$ cat src/design/srtp_pkg.sv
`timescale 1ns / 1ps

package srtp_pkg;

   // Field and register widths.
   localparam int CLK_W   = 30;
   localparam int PRE_W   = 16;
   localparam int BITS_W  = 6;
   localparam int VEL_W   = 32;
   localparam int FUNC_W  = 2;
   localparam int REG_W   = 32;
   localparam int FACT_W  = PRE_W + 1;
   localparam int PROD_W  = VEL_W + FACT_W;
   localparam int RSP_W   = 72;
   localparam int ADDR_W  = 4;

   // Divider sizing: the dividend is the timer clock, one quotient bit per step.
   localparam int DIV_STEPS = CLK_W;
   localparam int CNT_W     = $clog2(DIV_STEPS);

   // Reset values.
   localparam logic [CLK_W-1:0]  RESET_CLOCK  = CLK_W'(72000000);
   localparam int                RESET_RATE   = 1000;
   localparam logic [REG_W-1:0]  RESET_PERIOD = REG_W'(72000000 / RESET_RATE - 1);
   localparam logic [BITS_W-1:0] RESET_BITS   = BITS_W'(16);
   localparam logic [BITS_W-1:0] WIDE_BITS    = BITS_W'(32);

   // Largest quotient whose period still fits a 16-bit counter.
   localparam logic [CLK_W-1:0]  SHORT_MAX_Q  = CLK_W'(65536);

   // Item kinds.
   localparam logic [FUNC_W-1:0] FUNC_SET    = 2'd0;
   localparam logic [FUNC_W-1:0] FUNC_CHECK  = 2'd1;
   localparam logic [FUNC_W-1:0] FUNC_UPDATE = 2'd2;

   // Register indexes.
   localparam logic [1:0] REG_TIMER_CLOCK  = 2'd0;
   localparam logic [1:0] REG_PRESCALER    = 2'd1;
   localparam logic [1:0] REG_COUNTER_BITS = 2'd2;

   typedef struct packed {
      logic load;
      logic mul;
      logic div_init;
      logic div_step;
      logic commit;
   } srtp_cmd_type;

   typedef struct packed {
      logic needs_div;
      logic div_last;
      logic out_free;
   } srtp_status_type;

endpackage

$ cat src/design/srtp_ctrl.sv
`timescale 1ns / 1ps

module srtp_ctrl import srtp_pkg::*; (
   input  logic            clock,
   input  logic            reset,
   input  logic            req_tvalid,
   output logic            req_tready,
   input  srtp_status_type status,
   output srtp_cmd_type    cmd
);

   localparam logic [2:0] ST_IDLE = 3'd0;
   localparam logic [2:0] ST_MUL  = 3'd1;
   localparam logic [2:0] ST_LOAD = 3'd2;
   localparam logic [2:0] ST_DIV  = 3'd3;
   localparam logic [2:0] ST_DONE = 3'd4;

   logic [2:0] state_ff;
   logic [2:0] state_in;

   assign req_tready = (state_ff == ST_IDLE);

   always_comb begin
      state_in     = state_ff;
      cmd          = '0;
      case (state_ff)
         ST_IDLE: begin
            if (req_tvalid) begin
               cmd.load = 1'b1;
               state_in = status.needs_div ? ST_MUL : ST_DONE;
            end
         end
         ST_MUL: begin
            cmd.mul  = 1'b1;
            state_in = ST_LOAD;
         end
         ST_LOAD: begin
            cmd.div_init = 1'b1;
            state_in     = ST_DIV;
         end
         ST_DIV: begin
            cmd.div_step = 1'b1;
            if (status.div_last) begin
               state_in = ST_DONE;
            end
         end
         ST_DONE: begin
            // The result waits here until the output register can take it.
            if (status.out_free) begin
               cmd.commit = 1'b1;
               state_in   = ST_IDLE;
            end
         end
         default: begin
            state_in = ST_IDLE;
         end
      endcase
   end

   always_ff @(posedge clock) begin
      if (reset) begin
         state_ff <= ST_IDLE;
      end else begin
         state_ff <= state_in;
      end
   end

   a_div_runs: assert property (@(posedge clock) disable iff (reset)
      (state_ff == ST_DIV && !status.div_last) |=> (state_ff == ST_DIV))
      else $error("divider left before its last step");

   a_commit_free: assert property (@(posedge clock) disable iff (reset)
      cmd.commit |-> status.out_free)
      else $error("commit while the output register is full");

   a_load_path: assert property (@(posedge clock) disable iff (reset)
      (cmd.load && status.needs_div) |=> (state_ff == ST_MUL))
      else $error("rate item skipped the divide path");

endmodule

$ cat src/design/srtp_datapath.sv
`timescale 1ns / 1ps

module srtp_datapath import srtp_pkg::*; (
   input  logic              clock,
   input  logic              reset,
   input  srtp_cmd_type      cmd,
   output srtp_status_type   status,
   input  logic [FUNC_W-1:0] req_func,
   input  logic [VEL_W-1:0]  req_velocity,
   input  logic [CLK_W-1:0]  timer_clock,
   input  logic [PRE_W-1:0]  prescaler,
   input  logic [BITS_W-1:0] counter_bits,
   output logic              rsp_tvalid,
   input  logic              rsp_tready,
   output logic [RSP_W-1:0]  rsp_tdata
);

   logic [FUNC_W-1:0] func_ff;
   logic              neg_ff;
   logic [VEL_W-1:0]  mag_ff;
   logic [VEL_W-1:0]  mag_in;
   logic [PROD_W-1:0] prod_ff;
   logic [FACT_W-1:0] factor;

   logic [CLK_W-1:0]  rem_ff;
   logic [CLK_W-1:0]  quo_ff;
   logic [CLK_W-1:0]  dvsr_ff;
   logic              big_ff;
   logic [CNT_W-1:0]  cnt_ff;
   logic [CLK_W:0]    trial;
   logic              trial_ge;

   logic [REG_W-1:0]  period_ff;
   logic [REG_W-1:0]  compare_ff;
   logic              pending_ff;
   logic              applied_ff;
   logic [REG_W-1:0]  period_in;
   logic [REG_W-1:0]  compare_in;
   logic              pending_in;
   logic              applied_in;
   logic              accepted_in;

   logic              rsp_tvalid_ff;
   logic [RSP_W-1:0]  rsp_tdata_ff;

   logic              is_rate;
   logic              zero_rate;
   logic              rate_ok;
   logic              q_ok;

   assign mag_in = req_velocity[VEL_W-1] ? (~req_velocity + VEL_W'(1)) : req_velocity;
   assign factor = FACT_W'(prescaler) + FACT_W'(1);

   assign status.needs_div = ((req_func == FUNC_SET) || (req_func == FUNC_CHECK))
                             && (req_velocity != '0);
   assign status.div_last  = (cnt_ff == CNT_W'(DIV_STEPS - 1));
   assign status.out_free  = !rsp_tvalid_ff || rsp_tready;

   // One restoring step: shift in the next dividend bit, subtract when it fits.
   assign trial    = {rem_ff, quo_ff[CLK_W-1]};
   assign trial_ge = (trial >= {1'b0, dvsr_ff});

   always_ff @(posedge clock) begin
      if (cmd.load) begin
         func_ff <= req_func;
         neg_ff  <= req_velocity[VEL_W-1];
         mag_ff  <= mag_in;
      end
      if (cmd.mul) begin
         prod_ff <= PROD_W'(mag_ff) * PROD_W'(factor);
      end
      if (cmd.div_init) begin
         rem_ff  <= '0;
         quo_ff  <= timer_clock;
         // A product at or above 2^30 exceeds any clock, so the quotient is zero.
         big_ff  <= |prod_ff[PROD_W-1:CLK_W];
         dvsr_ff <= prod_ff[CLK_W-1:0];
         cnt_ff  <= '0;
      end else if (cmd.div_step) begin
         rem_ff <= trial_ge ? CLK_W'(trial - {1'b0, dvsr_ff}) : trial[CLK_W-1:0];
         quo_ff <= {quo_ff[CLK_W-2:0], trial_ge};
         cnt_ff <= cnt_ff + CNT_W'(1);
      end
   end

   assign is_rate   = (func_ff == FUNC_SET) || (func_ff == FUNC_CHECK);
   assign zero_rate = (mag_ff == '0);
   assign q_ok      = !big_ff && (quo_ff != '0)
                      && ((counter_bits == WIDE_BITS) || (quo_ff <= SHORT_MAX_Q));
   assign rate_ok   = zero_rate || q_ok;

   always_comb begin
      period_in   = period_ff;
      compare_in  = compare_ff;
      pending_in  = pending_ff;
      applied_in  = applied_ff;
      accepted_in = is_rate && rate_ok;
      if (is_rate && rate_ok && (func_ff == FUNC_SET)) begin
         if (zero_rate) begin
            compare_in = '0;
         end else begin
            period_in  = REG_W'(quo_ff) - REG_W'(1);
            compare_in = REG_W'(quo_ff[CLK_W-1:1]);
         end
         pending_in = !zero_rate && !neg_ff;
      end else if (func_ff == FUNC_UPDATE) begin
         applied_in = pending_ff;
      end
   end

   always_ff @(posedge clock) begin
      if (reset) begin
         period_ff     <= RESET_PERIOD;
         compare_ff    <= '0;
         pending_ff    <= 1'b0;
         applied_ff    <= 1'b0;
         rsp_tvalid_ff <= 1'b0;
      end else begin
         if (cmd.commit) begin
            period_ff     <= period_in;
            compare_ff    <= compare_in;
            pending_ff    <= pending_in;
            applied_ff    <= applied_in;
            rsp_tvalid_ff <= 1'b1;
         end else if (rsp_tready) begin
            rsp_tvalid_ff <= 1'b0;
         end
      end
   end

   always_ff @(posedge clock) begin
      if (cmd.commit) begin
         rsp_tdata_ff <= {5'b0, pending_in, applied_in, compare_in, period_in, accepted_in};
      end
   end

   assign rsp_tvalid = rsp_tvalid_ff;
   assign rsp_tdata  = rsp_tdata_ff;

   a_duty_bound: assert property (@(posedge clock) disable iff (reset)
      compare_ff <= period_ff)
      else $error("compare value above the period");

   a_pin_hold: assert property (@(posedge clock) disable iff (reset)
      !(cmd.commit && func_ff == FUNC_UPDATE) |=> (applied_ff == $past(applied_ff)))
      else $error("direction pin changed without an update event");

   a_commit_shows: assert property (@(posedge clock) disable iff (reset)
      cmd.commit |=> rsp_tvalid_ff)
      else $error("committed result not presented");

endmodule

$ cat src/design/step_rate_to_timer_period.sv
`timescale 1ns / 1ps

// Converts signed step-rate commands into a timer period and a half-duty compare value,
// and drives a direction level that follows each timer update event. A set or check of a
// nonzero rate registers the rate times the prescale factor, loads the divider, runs the
// bit-serial restoring divide of the timer clock by that product, then commits and hands
// the result to the output register once it is free. Zero rates, update events and unused
// codes skip the multiply and divide and go straight to the commit. A new beat
// is taken while the previous result still waits in the output register.
module step_rate_to_timer_period import srtp_pkg::*; (
   input  logic              clock,
   input  logic              reset,
   // tdata: velocity [31:0]
   input  logic              req_tvalid,
   output logic              req_tready,
   input  logic [VEL_W-1:0]  req_tdata,
   // tuser: func [1:0]
   input  logic [FUNC_W-1:0] req_tuser,
   output logic              rsp_tvalid,
   input  logic              rsp_tready,
   // tdata: accepted [0], period_value [32:1], compare_value [64:33], dir_level [65],
   // dir_pending [66], zero fill [71:67]
   output logic [RSP_W-1:0]  rsp_tdata,
   input  logic              csr_psel,
   input  logic              csr_penable,
   input  logic              csr_pwrite,
   input  logic [ADDR_W-1:0] csr_paddr,
   input  logic [31:0]       csr_pwdata,
   output logic [31:0]       csr_prdata,
   output logic              csr_pready
);

   logic [CLK_W-1:0]  timer_clock_ff;
   logic [PRE_W-1:0]  prescaler_ff;
   logic [BITS_W-1:0] counter_bits_ff;
   logic              csr_write;
   logic [1:0]        csr_index;

   srtp_cmd_type      cmd;
   srtp_status_type   status;

   assign csr_pready = 1'b1;
   assign csr_write  = csr_psel && csr_penable && csr_pwrite;
   assign csr_index  = csr_paddr[3:2];

   always_ff @(posedge clock) begin
      if (reset) begin
         timer_clock_ff  <= RESET_CLOCK;
         prescaler_ff    <= '0;
         counter_bits_ff <= RESET_BITS;
      end else if (csr_write) begin
         case (csr_index)
            REG_TIMER_CLOCK:  timer_clock_ff  <= csr_pwdata[CLK_W-1:0];
            REG_PRESCALER:    prescaler_ff    <= csr_pwdata[PRE_W-1:0];
            REG_COUNTER_BITS: counter_bits_ff <= csr_pwdata[BITS_W-1:0];
            default: begin
            end
         endcase
      end
   end

   always_comb begin
      case (csr_index)
         REG_TIMER_CLOCK:  csr_prdata = 32'(timer_clock_ff);
         REG_PRESCALER:    csr_prdata = 32'(prescaler_ff);
         REG_COUNTER_BITS: csr_prdata = 32'(counter_bits_ff);
         default:          csr_prdata = '0;
      endcase
   end

   srtp_ctrl u_ctrl (
      .clock      (clock),
      .reset      (reset),
      .req_tvalid (req_tvalid),
      .req_tready (req_tready),
      .status     (status),
      .cmd        (cmd)
   );

   srtp_datapath u_datapath (
      .clock        (clock),
      .reset        (reset),
      .cmd          (cmd),
      .status       (status),
      .req_func     (req_tuser),
      .req_velocity (req_tdata),
      .timer_clock  (timer_clock_ff),
      .prescaler    (prescaler_ff),
      .counter_bits (counter_bits_ff),
      .rsp_tvalid   (rsp_tvalid),
      .rsp_tready   (rsp_tready),
      .rsp_tdata    (rsp_tdata)
   );

endmodule
$ cat config.mk
export PLATFORM = sky130hd
export DESIGN_NAME = step_rate_to_timer_period
export DESIGN_NICKNAME = d
export VERILOG_FILES = /design/src/design/srtp_pkg.sv /design/src/design/srtp_ctrl.sv /design/src/design/srtp_datapath.sv /design/src/design/step_rate_to_timer_period.sv
export SDC_FILE = /design/constraint.sdc
export NUM_CORES = 2
export LEC_CHECK = 0
export BUFFER_PORTS_ARGS = -buffer_cell sky130_fd_sc_hd__clkbuf_2
export CAP_MARGIN = 15
export CORE_MARGIN = 1
export CORE_UTILIZATION = 50
export DETAILED_ROUTE_END_ITERATION = 7
export PLACE_DENSITY = 0.75
export REMOVE_ABC_BUFFERS = 1
export SYNTH_ARGS = -nofsm -noshare
export SYNTH_HDL_FRONTEND = slang
export SYNTH_SLANG_ARGS = --single-unit
$ cat constraint.sdc
create_clock -name clock -period 6.6 [get_ports clock]
set_input_delay 0.33 -clock clock [delete_from_list [all_inputs] [get_ports clock]]
set_output_delay 0.33 -clock clock [all_outputs]
set_load 0.1 [all_outputs]
==> metrics <==
status finished, violations left; violated checks setup timing; commonest non-fill, non-tap cells in the layout nand2_1 (647), inv_1 (590), fa_1 (436); switching power 2.27 mW; vias per cell 5.45; most common cell after layout, fill and taps aside nand2_1; die width approximately 260 um; DR iter-0 viols 2,081; I/O pins 184; Remaining DRCs 0; Final Net Count approximately 4,700; Mean Syn Cell Area 9.39 um^2; row count 95; Int Pwr 4.73 mW; Peak VDD IR 0.198 mV; Seq/Total Area, Yosys 0.280; Layout area overhead 19.8%; Final Critical Period ~7.3 ns; first-pass GRT wire length about 140 mm; Synth Area in Compound Gates 0.0806; Cells after Synth 3,613; Crit path largest cell delay 0.58 ns; antenna violations before repair 7; Reg clk slew, reported paths 0.06 ns; final hold vios 0; flops & latches, synth ~370; mux cell area share after synthesis 0.0284; power per standard cell area between 150 and 200 nW/um^2; Worst Setup Slack, final -0.729 ns; worst-margin pin slew roughly 1.2 ns; vias in the first global route approximately 28,000; adder-cell share of the synthesized area 0.324; RSZ-0062 raised after global routing true; DR vias about 27,000; Hold Crit Class in -> reg; WL/cell 18.4 um; RD Place Congestion slightly above 0.9; grt ovf 0; initial core utilization 0.505; Routed WL about 90 mm; CP Max Fanout 6; CTS Buffer Depth 3; Worst setup SP type flop; largest family of logic cells by synthesized area adder cells; WP data required ~6.9 ns; H-tree Lvls 2; pin count of the biggest net entering global routing 92; yosys warns 0; Post-synth EDFFs 212; pre-CTS setup slack -0.952 ns; Critical-path top delay cell or4_4; share of synthesized registers carrying an async set or reset 0; synth unique cells 77; Die ar. just under 70,000 um^2; HPWL Detailed approximately 67 mm; Worst-Skew Late Latency 0.58 ns; clk sink count roughly 370; crit share post-route 1.11; Worst Setup End Kind flop; share of layout cells above drive strength 1 0.198; TritonCTS clock tree yes; combinational power share 0.282; Power Total approximately 7 mW; Routed Antenna Nets 0; sequential group share of total power 0.391; Fillers between 5,000 and 6,000; DR pass1 iterations 5; area of the mapped netlist between 30,000 and 40,000 um^2; relative slew slack 0.206; Primary FF master, synth edfxtp_1; Sw Ratio 0.324; Die H about 260 um; Leak 18.7 nW; GR Util All Layers 0.262; Core ar. around 67,000 um^2; CTS Buf Count 39; Max-Cap Viols 0; Fmax achieved between 100 and 150 MHz; Final setup viols 30; clk root buf clkbuf_16; Most common cell on crit path fa_1; post-route setup TNS -14.66 ns; simple-gate portion of the synthesized area 0.162; Slew Viols, Final 0; clock skew around 0.017 ns; crit path kind reg -> reg; Clk pwr share 0.327; dominant cell type by area after synthesis fa_1; Synth Area in XOR/XNOR 0.0356; IO buf count between 150 and 200; post-synth top area share 0.266; worst path arrival time about 7.7 ns; largest cells by area after synthesis fa_1 (27%), edfxtp_1 (19%), dfxtp_1 (9.3%)
-- synthesized netlist by cell type, drive strengths merged, types with 16 or more instances --
cell type and n:
mux2 50, nor4 22, a21o 23, a22o 31, xnor2 91, nor2b 20
clkbuf 177, and2 192, fa 450, xor2 47, mux2i 40, buf 17
nand3b 16, nor2 101, nand3 27, nand2b 41, o21a 16, o21ai 121
dfxtp 157, a21oi 138, edfxtp 212, nand2 658, inv 597, or3 16
ha 159, nor3 24, nand4 17
-- kinds of logic after synthesis --
kind of cell / after synthesis
simple gates: 1177
compound gates: 436
mux: 90
other cells: 2
xor+xnor: 138
flops: 369
fa+ha+maj: 609
buf+inv: 792
-- through the flow --
step | utilization | hold WS, ns | area [um^2] | std cells
2_1_floorplan | - | 0.399 | 33200 | 3425
3_3_place_gp | 0.562 | 0.401 | 37700 | 4763
3_5_place_dp | 0.562 | 0.405 | 37800 | 4764
4_1_cts | 0.599 | 0.000141 | 40200 | 4885
5_1_grt | 0.605 | 0.0178 | 40600 | 4898
6_report | 0.605 | 0.00119 | 40600 | 4898
-- worst paths after layout --
check                         start                      to  slack (ns)  cells after the start
min                  csr_pwdata[11]        prescaler_ff[11]       0.001                      3
max                 prescaler_ff[3]  u_datapath.prod_ff[46]       -0.73                     29
min reg2reg  u_datapath.prod_ff[26]  u_datapath.dvsr_ff[26]        0.41                      0
max reg2reg         prescaler_ff[3]  u_datapath.prod_ff[46]       -0.73                     29
-- metal layers --
layer / wire, um / track usage
met1: 36000 / 0.333
met2: 43200 / 0.443
met3: 6780 / 0.0454
met4: 3820 / 0.110
met5: 46 / 0
-- power groups by stage --
| stage | clock network [mW] | registers [mW] | logic (mW) |
|---|---|---|---|
| after floorplan | 0 | 2.89 | 0.971 |
| after global placement | 0 | 2.78 | 1.70 |
| after detailed placement | 0 | 2.78 | 1.73 |
| after CTS | 2.32 | 2.74 | 1.87 |
| after global routing | 2.40 | 2.75 | 2.15 |
| final | 2.29 | 2.74 | 1.97 |
-- timing repair --
action                                 4_1_cts  5_1_grt
setup endpoints to repair                   31       33
hold buffers                                21        0
resized for setup                          145       63
pin swaps                                   46       77
endpoints found under the hold margin       25        0
buffers inserted                            29       14
gates cloned                                 3        0
-- state kept, by name, summed over array words and instances (netlist names) --
name and count:
u_datapath.rsp_tdata 67, u_datapath.prod_ff 49, u_datapath.compare_ff 32, u_datapath.mag_ff 32, u_datapath.period_ff 32, timer_clock_ff 30, u_datapath.dvsr_ff 30, u_datapath.quo_ff 30
u_datapath.rem_ff 30, prescaler_ff 16, counter_bits_ff 6, u_datapath.cnt_ff 5, u_ctrl.state_ff 3, u_datapath.func_ff 2, u_datapath.applied_ff 1, u_datapath.big_ff 1
u_datapath.neg_ff 1, u_datapath.pending_ff 1, u_datapath.rsp_tvalid 1
-- critical path, delay by kind of cell, from the launching register on --
| family | cells | cell delay, ns |
|---|---|---|
| and+or+nand+nor | 9 | 1.84 |
| adders and majority gates | 7 | 3.17 |
| buffers and inverters | 5 | 0.53 |
| DFF | 1 | 0.33 |
| AOI/OAI and AO/OA | 6 | 0.84 |
| xor gates and xnor gates | 2 | 0.36 |
-- final cells by class --
class                           instances  area [um^2]  area share
Antenna cell                            2         5.00    0.000123
Clock buffer                           58         1170      0.0288
Clock inverter                         14          178     0.00437
Inverter                              598         2250      0.0553
Multi-Input combinational cell       2458        22400       0.551
Sequential cell                       369         9510       0.234
Tap cell                              873         1090      0.0269
Timing Repair Buffer                  526         4040      0.0994
Note: power is estimated with default switching activity, not from simulation.
